File: config.mk
export PLATFORM = sky130hd
export DESIGN_NAME = lorawan_mac_header_parser_core
export DESIGN_NICKNAME = d
export VERILOG_FILES = /design/src/rtl/lmhp_pkg.sv /design/src/rtl/lmhp_queue.sv /design/src/rtl/lmhp_front.sv /design/src/rtl/lmhp_back.sv /design/src/rtl/lorawan_mac_header_parser_core.sv
export SDC_FILE = /design/constraint.sdc
export NUM_CORES = 1
export LEC_CHECK = 0
export BUFFER_PORTS_ARGS = -buffer_cell sky130_fd_sc_hd__buf_4
export CAP_MARGIN = 20
export CORE_MARGIN = 4
export CORE_UTILIZATION = 55
export DETAILED_ROUTE_END_ITERATION = 10
export GPL_TIMING_DRIVEN = 0
export PLACE_DENSITY_LB_ADDON = 0.12
export RECOVER_POWER = 50
export SYNTH_ARGS = -nofsm -noshare
export SYNTH_HDL_FRONTEND = slang
export SYNTH_SLANG_ARGS = --single-unit
File: constraint.sdc
create_clock -name clk -period 14.9 [get_ports clk]
set_input_delay 1.49 -clock clk [delete_from_list [all_inputs] [get_ports clk]]
set_output_delay 1.49 -clock clk [all_outputs]
set_load 0.02 [all_outputs]
File: src/rtl/lmhp_pkg.sv
`timescale 1ns / 1ps

package lmhp_pkg;

	// Defaults for the top-level parameters.
	localparam int DEF_MAX_OPTIONS     = 15;
	localparam int DEF_JOIN_LENGTH     = 23;
	localparam int DEF_MIN_DATA_LENGTH = 12;

	// Depth of the queue between the byte parser and the record emitter.
	localparam int QUEUE_DEPTH = 2;

	// Message types that are kept.
	localparam logic [2:0] MTYPE_JOIN_REQ   = 3'b000;
	localparam logic [2:0] MTYPE_UNCONF_UP  = 3'b010;
	localparam logic [2:0] MTYPE_CONF_UP    = 3'b100;

	// Byte offsets inside the frame.
	localparam logic [7:0] POS_HEADER    = 8'd0;
	localparam logic [7:0] POS_ADDR_LAST = 8'd4;
	localparam logic [7:0] POS_CTRL      = 8'd5;
	localparam logic [7:0] POS_FCNT_LO   = 8'd6;
	localparam logic [7:0] POS_FCNT_HI   = 8'd7;
	localparam logic [7:0] POS_OPT_BASE  = 8'd8;
	localparam logic [7:0] POS_MAX       = 8'd255;

	localparam logic [7:0] OPT_LEN_MASK = 8'b00001111;

	// Per-packet header carried from the parser to the emitter.
	typedef struct packed {
		logic [2:0]  mtype;
		logic [31:0] addr;
		logic [7:0]  ctrl;
		logic [15:0] fcnt;
		logic [7:0]  port;
		logic [7:0]  rssi;
		logic [7:0]  snr;
		logic [3:0]  runs;
	} lmhp_hdr_t;

endpackage

File: src/rtl/lmhp_queue.sv
`timescale 1ns / 1ps

module lmhp_queue #(
	parameter int WIDTH = 8
) (
	input  logic             clk,
	input  logic             arst_n,
	input  logic             push,
	input  logic [WIDTH-1:0] push_data,
	input  logic             pop,
	output logic [WIDTH-1:0] pop_data,
	output logic             full,
	output logic             empty
);
	import lmhp_pkg::*;

	localparam int PTR_W = (QUEUE_DEPTH > 1) ? $clog2(QUEUE_DEPTH) : 1;
	localparam int CNT_W = $clog2(QUEUE_DEPTH + 1);

	logic [WIDTH-1:0] entry_q [QUEUE_DEPTH];
	logic [PTR_W-1:0] wr_ptr_q;
	logic [PTR_W-1:0] rd_ptr_q;
	logic [CNT_W-1:0] count_q;

	assign full     = (count_q == CNT_W'(QUEUE_DEPTH));
	assign empty    = (count_q == '0);
	assign pop_data = entry_q[rd_ptr_q];

	always_ff @(posedge clk or negedge arst_n) begin
		if (!arst_n) begin
			wr_ptr_q <= '0;
			rd_ptr_q <= '0;
			count_q  <= '0;
		end else begin
			if (push) begin
				wr_ptr_q <= (wr_ptr_q == PTR_W'(QUEUE_DEPTH - 1)) ? '0 : wr_ptr_q + 1'b1;
			end
			if (pop) begin
				rd_ptr_q <= (rd_ptr_q == PTR_W'(QUEUE_DEPTH - 1)) ? '0 : rd_ptr_q + 1'b1;
			end
			if (push && !pop) begin
				count_q <= count_q + 1'b1;
			end else if (pop && !push) begin
				count_q <= count_q - 1'b1;
			end
		end
	end

	always_ff @(posedge clk) begin
		if (push) begin
			entry_q[wr_ptr_q] <= push_data;
		end
	end

	// The queue is never overrun or underrun by its neighbors.
	assert property (@(posedge clk) disable iff (!arst_n) push |-> !full)
		else $error("queue pushed while full");
	assert property (@(posedge clk) disable iff (!arst_n) pop |-> !empty)
		else $error("queue popped while empty");
	assert property (@(posedge clk) disable iff (!arst_n)
		(push && !pop) |=> (count_q == $past(count_q) + 1'b1))
		else $error("queue fill count did not follow a lone push");

endmodule

File: src/rtl/lmhp_front.sv
`timescale 1ns / 1ps

module lmhp_front #(
	parameter int MAX_OPTIONS     = lmhp_pkg::DEF_MAX_OPTIONS,
	parameter int JOIN_LENGTH     = lmhp_pkg::DEF_JOIN_LENGTH,
	parameter int MIN_DATA_LENGTH = lmhp_pkg::DEF_MIN_DATA_LENGTH
) (
	input  logic                   clk,
	input  logic                   arst_n,
	input  logic                   byte_acc,
	input  logic [7:0]             packet_byte,
	input  logic                   last_byte,
	input  logic [7:0]             signal_strength,
	input  logic [7:0]             noise_ratio,
	output logic                   push,
	output lmhp_pkg::lmhp_hdr_t    push_hdr,
	output logic [8*MAX_OPTIONS-1:0] push_opts
);
	import lmhp_pkg::*;

	localparam int IDX_W = (MAX_OPTIONS > 1) ? $clog2(MAX_OPTIONS) : 1;

	logic [7:0]  pos_q;
	logic [7:0]  header_q, header_d;
	logic [31:0] addr_q, addr_d;
	logic [7:0]  ctrl_q, ctrl_d;
	logic [15:0] fcnt_q, fcnt_d;
	logic [7:0]  port_q, port_d;
	logic [7:0]  store_q [MAX_OPTIONS];

	logic [7:0]       opt_k;
	logic [3:0]       count_d;
	logic             opt_wr;
	logic [IDX_W-1:0] opt_idx;
	logic [2:0]       mtype;
	logic             keep;
	logic [3:0]       runs;

	// Field capture for the byte at the current position.
	always_comb begin
		header_d = header_q;
		addr_d   = addr_q;
		ctrl_d   = ctrl_q;
		fcnt_d   = fcnt_q;
		port_d   = port_q;
		opt_k    = pos_q - POS_OPT_BASE;
		opt_wr   = 1'b0;
		opt_idx  = opt_k[IDX_W-1:0];
		if (pos_q == POS_HEADER) begin
			header_d = packet_byte;
		end else if (pos_q <= POS_ADDR_LAST) begin
			addr_d = {addr_q[23:0], packet_byte};
		end else if (pos_q == POS_CTRL) begin
			ctrl_d = packet_byte;
		end else if (pos_q == POS_FCNT_LO) begin
			fcnt_d = {fcnt_q[15:8], packet_byte};
		end else if (pos_q == POS_FCNT_HI) begin
			fcnt_d = {packet_byte, fcnt_q[7:0]};
		end else begin
			opt_wr = (opt_k < {4'd0, ctrl_q[3:0]}) && (opt_k < 8'(MAX_OPTIONS));
			if (opt_k == {4'd0, ctrl_q[3:0]}) begin
				port_d = packet_byte;
			end
		end
	end

	assign count_d = ctrl_d[3:0] & OPT_LEN_MASK[3:0];
	assign mtype   = header_d[7:5];

	// Packet length is pos_q + 1, so each length test is written on pos_q.
	always_comb begin
		case (mtype)
			MTYPE_JOIN_REQ:  keep = ({1'b0, pos_q} + 9'd1 == 9'(JOIN_LENGTH));
			MTYPE_UNCONF_UP: keep = ({1'b0, pos_q} + 9'd1 >= 9'(MIN_DATA_LENGTH));
			MTYPE_CONF_UP:   keep = ({1'b0, pos_q} + 9'd1 >= 9'(MIN_DATA_LENGTH));
			default:         keep = 1'b0;
		endcase
	end

	always_comb begin
		if (count_d == 4'd0) begin
			runs = 4'd1;
		end else if (count_d > 4'(MAX_OPTIONS)) begin
			runs = 4'(MAX_OPTIONS);
		end else begin
			runs = count_d;
		end
	end

	// Option bytes that were not inside this packet read as zero.
	always_comb begin
		for (int k = 0; k < MAX_OPTIONS; k++) begin
			if ((4'(k) < count_d) && ({1'b0, POS_OPT_BASE} + 9'(k) <= {1'b0, pos_q})) begin
				if (opt_wr && (opt_idx == IDX_W'(k))) begin
					push_opts[8*k +: 8] = packet_byte;
				end else begin
					push_opts[8*k +: 8] = store_q[k];
				end
			end else begin
				push_opts[8*k +: 8] = 8'd0;
			end
		end
	end

	always_comb begin
		push_hdr.mtype = mtype;
		push_hdr.addr  = addr_d;
		push_hdr.ctrl  = ctrl_d;
		push_hdr.fcnt  = fcnt_d;
		push_hdr.port  = ({1'b0, POS_OPT_BASE} + {5'd0, count_d} <= {1'b0, pos_q}) ?
			port_d : 8'd0;
		push_hdr.rssi  = signal_strength;
		push_hdr.snr   = noise_ratio;
		push_hdr.runs  = runs;
	end

	assign push = byte_acc && last_byte && keep;

	always_ff @(posedge clk or negedge arst_n) begin
		if (!arst_n) begin
			pos_q    <= '0;
			header_q <= '0;
			addr_q   <= '0;
			ctrl_q   <= '0;
			fcnt_q   <= '0;
			port_q   <= '0;
		end else if (byte_acc) begin
			header_q <= header_d;
			addr_q   <= addr_d;
			ctrl_q   <= ctrl_d;
			fcnt_q   <= fcnt_d;
			port_q   <= port_d;
			if (last_byte) begin
				pos_q <= '0;
			end else if (pos_q != POS_MAX) begin
				pos_q <= pos_q + 1'b1;
			end
		end
	end

	always_ff @(posedge clk) begin
		if (byte_acc && opt_wr) begin
			store_q[opt_idx] <= packet_byte;
		end
	end

endmodule

File: src/rtl/lmhp_back.sv
`timescale 1ns / 1ps

module lmhp_back #(
	parameter int MAX_OPTIONS = lmhp_pkg::DEF_MAX_OPTIONS
) (
	input  logic                     clk,
	input  logic                     arst_n,
	input  logic                     q_empty,
	input  lmhp_pkg::lmhp_hdr_t      q_hdr,
	input  logic [8*MAX_OPTIONS-1:0] q_opts,
	output logic                     q_pop,
	output logic                     out_valid,
	input  logic                     out_stall,
	output logic [2:0]               message_type,
	output logic [31:0]              device_address,
	output logic                     adaptive_rate,
	output logic                     rate_ack_request,
	output logic                     acknowledge,
	output logic [15:0]              frame_counter,
	output logic [3:0]               option_count,
	output logic [7:0]               port_number,
	output logic [7:0]               packet_rssi,
	output logic signed [7:0]        packet_snr,
	output logic [7:0]               option_byte,
	output logic                     last_of_run
);
	import lmhp_pkg::*;

	logic                     busy_q;
	logic [3:0]               remaining_q;
	lmhp_hdr_t                hdr_q;
	logic [8*MAX_OPTIONS-1:0] opts_q;
	logic                     out_acc;
	logic                     done;

	assign out_acc = busy_q && !out_stall;
	assign done    = out_acc && (remaining_q == 4'd1);
	assign q_pop   = !q_empty && (!busy_q || done);

	always_ff @(posedge clk or negedge arst_n) begin
		if (!arst_n) begin
			busy_q      <= 1'b0;
			remaining_q <= '0;
		end else if (q_pop) begin
			busy_q      <= 1'b1;
			remaining_q <= q_hdr.runs;
		end else if (done) begin
			busy_q      <= 1'b0;
			remaining_q <= '0;
		end else if (out_acc) begin
			remaining_q <= remaining_q - 1'b1;
		end
	end

	// The option bytes shift down one record at a time.
	always_ff @(posedge clk) begin
		if (q_pop) begin
			hdr_q  <= q_hdr;
			opts_q <= q_opts;
		end else if (out_acc) begin
			opts_q <= opts_q >> 8;
		end
	end

	assign out_valid        = busy_q;
	assign message_type     = hdr_q.mtype;
	assign device_address   = hdr_q.addr;
	assign adaptive_rate    = hdr_q.ctrl[7];
	assign rate_ack_request = hdr_q.ctrl[6];
	assign acknowledge      = hdr_q.ctrl[5];
	assign frame_counter    = hdr_q.fcnt;
	assign option_count     = hdr_q.ctrl[3:0];
	assign port_number      = hdr_q.port;
	assign packet_rssi      = hdr_q.rssi;
	assign packet_snr       = hdr_q.snr;
	assign option_byte      = opts_q[7:0];
	assign last_of_run      = (remaining_q == 4'd1);

	assert property (@(posedge clk) disable iff (!arst_n) busy_q |-> (remaining_q != 4'd0))
		else $error("emitter busy with no records left");
	assert property (@(posedge clk) disable iff (!arst_n)
		(out_acc && !done) |=> (busy_q && (remaining_q == $past(remaining_q) - 1'b1)))
		else $error("record count did not step down after a transaction");
	assert property (@(posedge clk) disable iff (!arst_n)
		q_pop |=> (remaining_q >= 4'd1 && remaining_q <= 4'(MAX_OPTIONS)))
		else $error("loaded run length out of range");

endmodule

File: src/rtl/lorawan_mac_header_parser_core.sv
`timescale 1ns / 1ps

// LoRaWAN uplink MAC header parser. Packet bytes enter one per transaction,
// the first being the MAC header, with the final byte marked by last_byte
// and carrying the packet's RSSI and SNR. The input side accepts a byte in
// every cycle while the two-entry packet queue has room; only when two
// parsed packets are already waiting behind the record currently on the
// output does in_stall rise. A join request of exactly JOIN_LENGTH bytes or
// a confirmed or unconfirmed data uplink of at least MIN_DATA_LENGTH bytes
// yields a run of max(1, FOptsLen) records, capped at MAX_OPTIONS. With the
// emitter idle, the first record is offered once the packet has been
// written into the queue and then loaded into the emitter, and the
// records then leave one per cycle while out_stall is low; each record
// repeats the header fields and carries one option byte, with last_of_run
// on the final one. Other packets produce nothing. The record emitter, at
// one record per cycle while out_stall is low, sets the output rate.
module lorawan_mac_header_parser_core #(
	parameter int MAX_OPTIONS     = lmhp_pkg::DEF_MAX_OPTIONS,
	parameter int JOIN_LENGTH     = lmhp_pkg::DEF_JOIN_LENGTH,
	parameter int MIN_DATA_LENGTH = lmhp_pkg::DEF_MIN_DATA_LENGTH
) (
	input  logic              clk,
	input  logic              arst_n,
	input  logic              in_valid,
	output logic              in_stall,
	input  logic [7:0]        packet_byte,
	input  logic              last_byte,
	input  logic [7:0]        signal_strength,
	input  logic signed [7:0] noise_ratio,
	output logic              out_valid,
	input  logic              out_stall,
	output logic [2:0]        message_type,
	output logic [31:0]       device_address,
	output logic              adaptive_rate,
	output logic              rate_ack_request,
	output logic              acknowledge,
	output logic [15:0]       frame_counter,
	output logic [3:0]        option_count,
	output logic [7:0]        port_number,
	output logic [7:0]        packet_rssi,
	output logic signed [7:0] packet_snr,
	output logic [7:0]        option_byte,
	output logic              last_of_run
);
	import lmhp_pkg::*;

	localparam int Q_WIDTH = $bits(lmhp_hdr_t) + 8 * MAX_OPTIONS;

	logic                     byte_acc;
	logic                     push;
	lmhp_hdr_t                push_hdr;
	logic [8*MAX_OPTIONS-1:0] push_opts;
	logic                     q_pop;
	logic [Q_WIDTH-1:0]       q_data;
	logic                     q_full;
	logic                     q_empty;
	lmhp_hdr_t                q_hdr;
	logic [8*MAX_OPTIONS-1:0] q_opts;

	// The parser stalls whenever the queue cannot take a finished packet.
	assign in_stall = q_full;
	assign byte_acc = in_valid && !in_stall;

	lmhp_front #(
		.MAX_OPTIONS    (MAX_OPTIONS),
		.JOIN_LENGTH    (JOIN_LENGTH),
		.MIN_DATA_LENGTH(MIN_DATA_LENGTH)
	) u_front (
		.clk            (clk),
		.arst_n         (arst_n),
		.byte_acc       (byte_acc),
		.packet_byte    (packet_byte),
		.last_byte      (last_byte),
		.signal_strength(signal_strength),
		.noise_ratio    (noise_ratio),
		.push           (push),
		.push_hdr       (push_hdr),
		.push_opts      (push_opts)
	);

	lmhp_queue #(
		.WIDTH(Q_WIDTH)
	) u_queue (
		.clk      (clk),
		.arst_n   (arst_n),
		.push     (push),
		.push_data({push_hdr, push_opts}),
		.pop      (q_pop),
		.pop_data (q_data),
		.full     (q_full),
		.empty    (q_empty)
	);

	assign q_hdr  = q_data[Q_WIDTH-1 -: $bits(lmhp_hdr_t)];
	assign q_opts = q_data[8*MAX_OPTIONS-1:0];

	lmhp_back #(
		.MAX_OPTIONS(MAX_OPTIONS)
	) u_back (
		.clk             (clk),
		.arst_n          (arst_n),
		.q_empty         (q_empty),
		.q_hdr           (q_hdr),
		.q_opts          (q_opts),
		.q_pop           (q_pop),
		.out_valid       (out_valid),
		.out_stall       (out_stall),
		.message_type    (message_type),
		.device_address  (device_address),
		.adaptive_rate   (adaptive_rate),
		.rate_ack_request(rate_ack_request),
		.acknowledge     (acknowledge),
		.frame_counter   (frame_counter),
		.option_count    (option_count),
		.port_number     (port_number),
		.packet_rssi     (packet_rssi),
		.packet_snr      (packet_snr),
		.option_byte     (option_byte),
		.last_of_run     (last_of_run)
	);

endmodule

==> flow_metrics.py <==
metrics = {
    "clock_tree": {
        "cts_buffers": 82,
        "cts-htree-levels": 3,
        "clk_pin_slew_worst_paths_ps": 60,
        "tritoncts": "done",
        "cts_resized": 0,
        "postCtsHoldBufs": 0,
        "clock_sinks": 815,
        "ctsRootBufferMaster": "clkbuf_16",
        "insertion_delay_ps": 630,
        "cts_buffer_depth": 3,
        "post-cts-setup-buffers": 0,
    },
    "worst_setup_path": {
        "cp-end-kind": "flip-flop",
        "worstPathArrival_ps": 7010,
        "startpoint_type": "input port",
        "cp.required_ps": 15130,
        "critical_path.max_fanout": 27,
        "r2r_setup_slack_ps": 8560,
        "rr_worst_depth": 6,
        "regToRegEndpoint": "u_back.opts_q[6]$_DFFE_PP_",
        "worst_r2r_startpoint": "u_queue.count_q[0]$_DFFE_PN0P_",
        "worstSetupPathType": "in2reg",
    },
    "power_and_ir_drop": {
        "comb_power_share_pct": 23.1,
        "seqPwrFrac_pct": 45.1,
        "power_frac_clock_pct": 31.8,
        "p_leak_uw": 0.0135,
        "netSwitchingFraction_pct": 29.4,
        "max-vdd-ir-drop_mv": 0.120,
        "p_sw_uw": 1970,
        "powerDensity_mw_per_mm2": 179,
        "power.internal_uw": 4730,
    },
    "timing": {
        "tns_ps": 0,
        "tightest_slew_ps": 4030,
        "finalCritPeriodShare_pct": 45.5,
        "drv_slew": 375,
        "fin_crit_ps": 6780,
        "slew_headroom_pct": -169,
        "setup_violations": 0,
        "fmax_mhz": 148,
        "hold_viol": 0,
        "rsz0062_at_grt": "no",
        "skew_ps": 23.0,
    },
    "logic_synthesis": {
        "avgSynthCellArea_um2": 15.7,
        "synth_top_cell_by_area": "edfxtp_1",
        "ys_types": 62,
        "synth-edff-count": 732,
        "synth_seq_cells": 815,
        "synth_seq_area_share_pct": 73.6,
        "synth.area.top_cells": "edfxtp_1 67%, mux2i_1 7.1%, mux2_2 6.7%",
        "syn_area_mm2": 0.0327,
        "synth_top_area_share_pct": 67.2,
        "synthFlopType": "edfxtp_1",
        "synth_nets": 2127,
        "async_flop_share_pct": 10.2,
        "synthCells": 2077,
        "yosysWarningCount": 0,
    },
    "global_route": {
        "grtUsageTotal_pct": 26.2,
        "gr-usage-met3_pct": 4.09,
        "first_global_vias": 18900,
        "gr-usage-met1_pct": 37.3,
        "grt_pass1_wl_um": 122000,
        "antenna_found_initial": 1,
        "grt_util_met2_pct": 41.9,
        "grt_max_degree": 84,
        "gr-total-overflow": 0,
        "busiest_layer": "met2",
    },
    "placed_design": {
        "placed_cells": 3007,
        "place.port_buffers": 121,
        "place_congestion": 0.902,
        "dp_hpwl_um": 55500,
    },
    "finish": {
        "fin_cells": 3162,
        "areaGrowthSynthToFinish_pct": 14.6,
        "layout_common_cells": "732 x edfxtp_1, 238 x clkbuf_1, 232 x mux2i_1, 190 x nand2_1, 154 x mux2_2",
        "fillCellCount": 4367,
        "final_common_cell": "edfxtp_1",
        "nNetsFinal": 2369,
        "fin_util_pct": 63.6,
        "n_antenna_cell": 0,
        "drive_above_1_share_pct": 14.7,
    },
    "die": {
        "io_pins": 122,
        "start_util_pct": 55.5,
        "dieArea_mm2": 0.0634,
        "num_rows": 89,
        "die_w_um": 252,
        "fp.dieH_um": 252,
        "fp.coreArea_mm2": 0.0589,
    },
    "routing": {
        "first_pass_iters": 5,
        "routed_wl_um": 84000,
        "routed_via_density": 5.96,
        "ant_nets": 0,
        "drt_first_iter_violations": 2128,
        "wl_per_cell_um": 26.6,
        "drc": 0,
        "via_count": 18800,
    },
    "flow_run": {
        "drv_cap": 14,
    },
    "worst_hold_path": {
        "hold_class": "reg2reg",
        "holdPathStages": 1,
        "min_to": "u_front.port_q[4]$_DFFE_PN0P_",
        "worstHoldStart": "u_front.port_q[4]$_DFFE_PN0P_",
    },
    "status": {
        "outcome": "finished with violations",
        "violations": "max-capacitance violations, max-slew violations",
    },
}
[cell type report]
type / instances / area, um2 / area share (%)
Tap cell: 773 / 967 / 2.58
Sequential cell: 815 / 24100 / 64.2
Timing Repair Buffer: 158 / 1030 / 2.75
Clock inverter: 49 / 577 / 1.54
Buffer: 126 / 519 / 1.39
Clock buffer: 105 / 2220 / 5.93
Inverter: 20 / 76.3 / 0.204
Multi-Input combinational cell: 1116 / 8020 / 21.4
[cell usage after synthesis (2+ instances only)]
cell type	n
o311ai_0	3
buf_6	2
a211oi_1	2
o22ai_1	2
clkbuf_1	96
nor2_4	3
o21a_1	3
clkbuf_2	2
mux2_2	196
a221oi_1	2
a221o_1	3
a41oi_1	2
or3_1	2
nand4_1	2
a22o_1	2
nor3_1	13
ha_1	21
buf_2	13
dfrtp_1	83
mux2i_1	232
nand2_1	190
nor2_1	139
xnor2_1	6
edfxtp_1	732
xor2_1	4
nor2b_1	9
a211o_1	2
a31oi_1	4
buf_4	8
or4_4	2
and2_1	9
or4_1	3
nor4_1	4
nand3_1	34
and3_1	9
clkinv_1	2
nand2b_1	4
o211ai_1	3
inv_1	18
o31ai_1	4
a21oi_1	42
o21ai_0	141
buf_1	5
[flip-flops by register name, summed over array words and instances, names as in the netlist, 3 cells and up]
name	cells
u_front.port_q	8
u_back.port_number	8
u_front.store_q	120
u_front.ctrl_q	7
u_front.fcnt_q	16
u_front.addr_q	32
u_back.frame_counter	16
u_front.header_q	3
u_back.device_address	32
u_back.remaining_q	4
u_queue.entry_q	410
u_back.opts_q	120
u_back.packet_snr	8
u_back.packet_rssi	8
u_back.option_count	4
u_back.message_type	3
u_front.pos_q	8
[metal layers]
metal / wire [um] / vias to the layer above
li1: - / 8282
met1: 34500 / 9519
met2: 40000 / 860
met3: 6830 / 174
met4: 2570 / 0
met5: 0 / -
[power groups by stage]
stage | Combinational, uW | Sequential, uW | Clock (uW)
6_report | 1550 | 3020 | 2130
5_1_grt | 1660 | 3040 | 2250
4_1_cts | 1630 | 3010 | 2160
3_5_place_dp | 1620 | 3060 | 0
3_3_place_gp | 1550 | 3070 | 0
2_1_floorplan | 974 | 3070 | 0
[worst max path at each step]
stage	slack (ps)	from	endpoint
4_1_cts	9730	u_front.pos_q[1]$_DFFE_PN0P_	u_queue.entry_q[1][138]$_DFFE_PP_
5_1_grt	7760	out_stall	u_back.opts_q[6]$_DFFE_PP_
3_5_place_dp	9740	u_front.pos_q[1]$_DFFE_PN0P_	u_queue.entry_q[1][134]$_DFFE_PP_
3_3_place_gp	-3540	u_front.pos_q[1]$_DFFE_PN0P_	u_queue.entry_q[0][134]$_DFFE_PP_
2_1_floorplan	3330	packet_byte[7]	u_queue.entry_q[0][0]$_DFFE_PP_
6_report	8120	out_stall	u_back.opts_q[6]$_DFFE_PP_
[critical path, stage by stage]
cell and delay [ps]:
clkbuf_1 100, a21oi_1 1060, clkbuf_1 1190, clkbuf_1 1270, clkbuf_1 960, clkbuf_1 880
[kinds of logic after synthesis]
| family | Yosys count | synth area share [%] |
|---|---|---|
| xor gates and xnor gates | 10 | 0.268 |
| adders and majority gates | 21 | 0.804 |
| and+or+nand+nor | 429 | 5.67 |
| DFF | 815 | 73.6 |
| muxes | 429 | 13.9 |
| buffers and inverters | 146 | 1.87 |
| AOI/OAI and AO/OA | 227 | 3.92 |
[through the flow]
step	power [uW]	worst slack, ps	area (um2)	hold slack, ps
floorplan	4040	3330	32700	464
global placement	4620	-3540	34600	474
detailed placement	4680	9740	35300	481
CTS	6800	9730	38100	495
global route	6960	7760	37500	505
finish	6700	8120	37500	491
(Power assumes the default switching activity.)
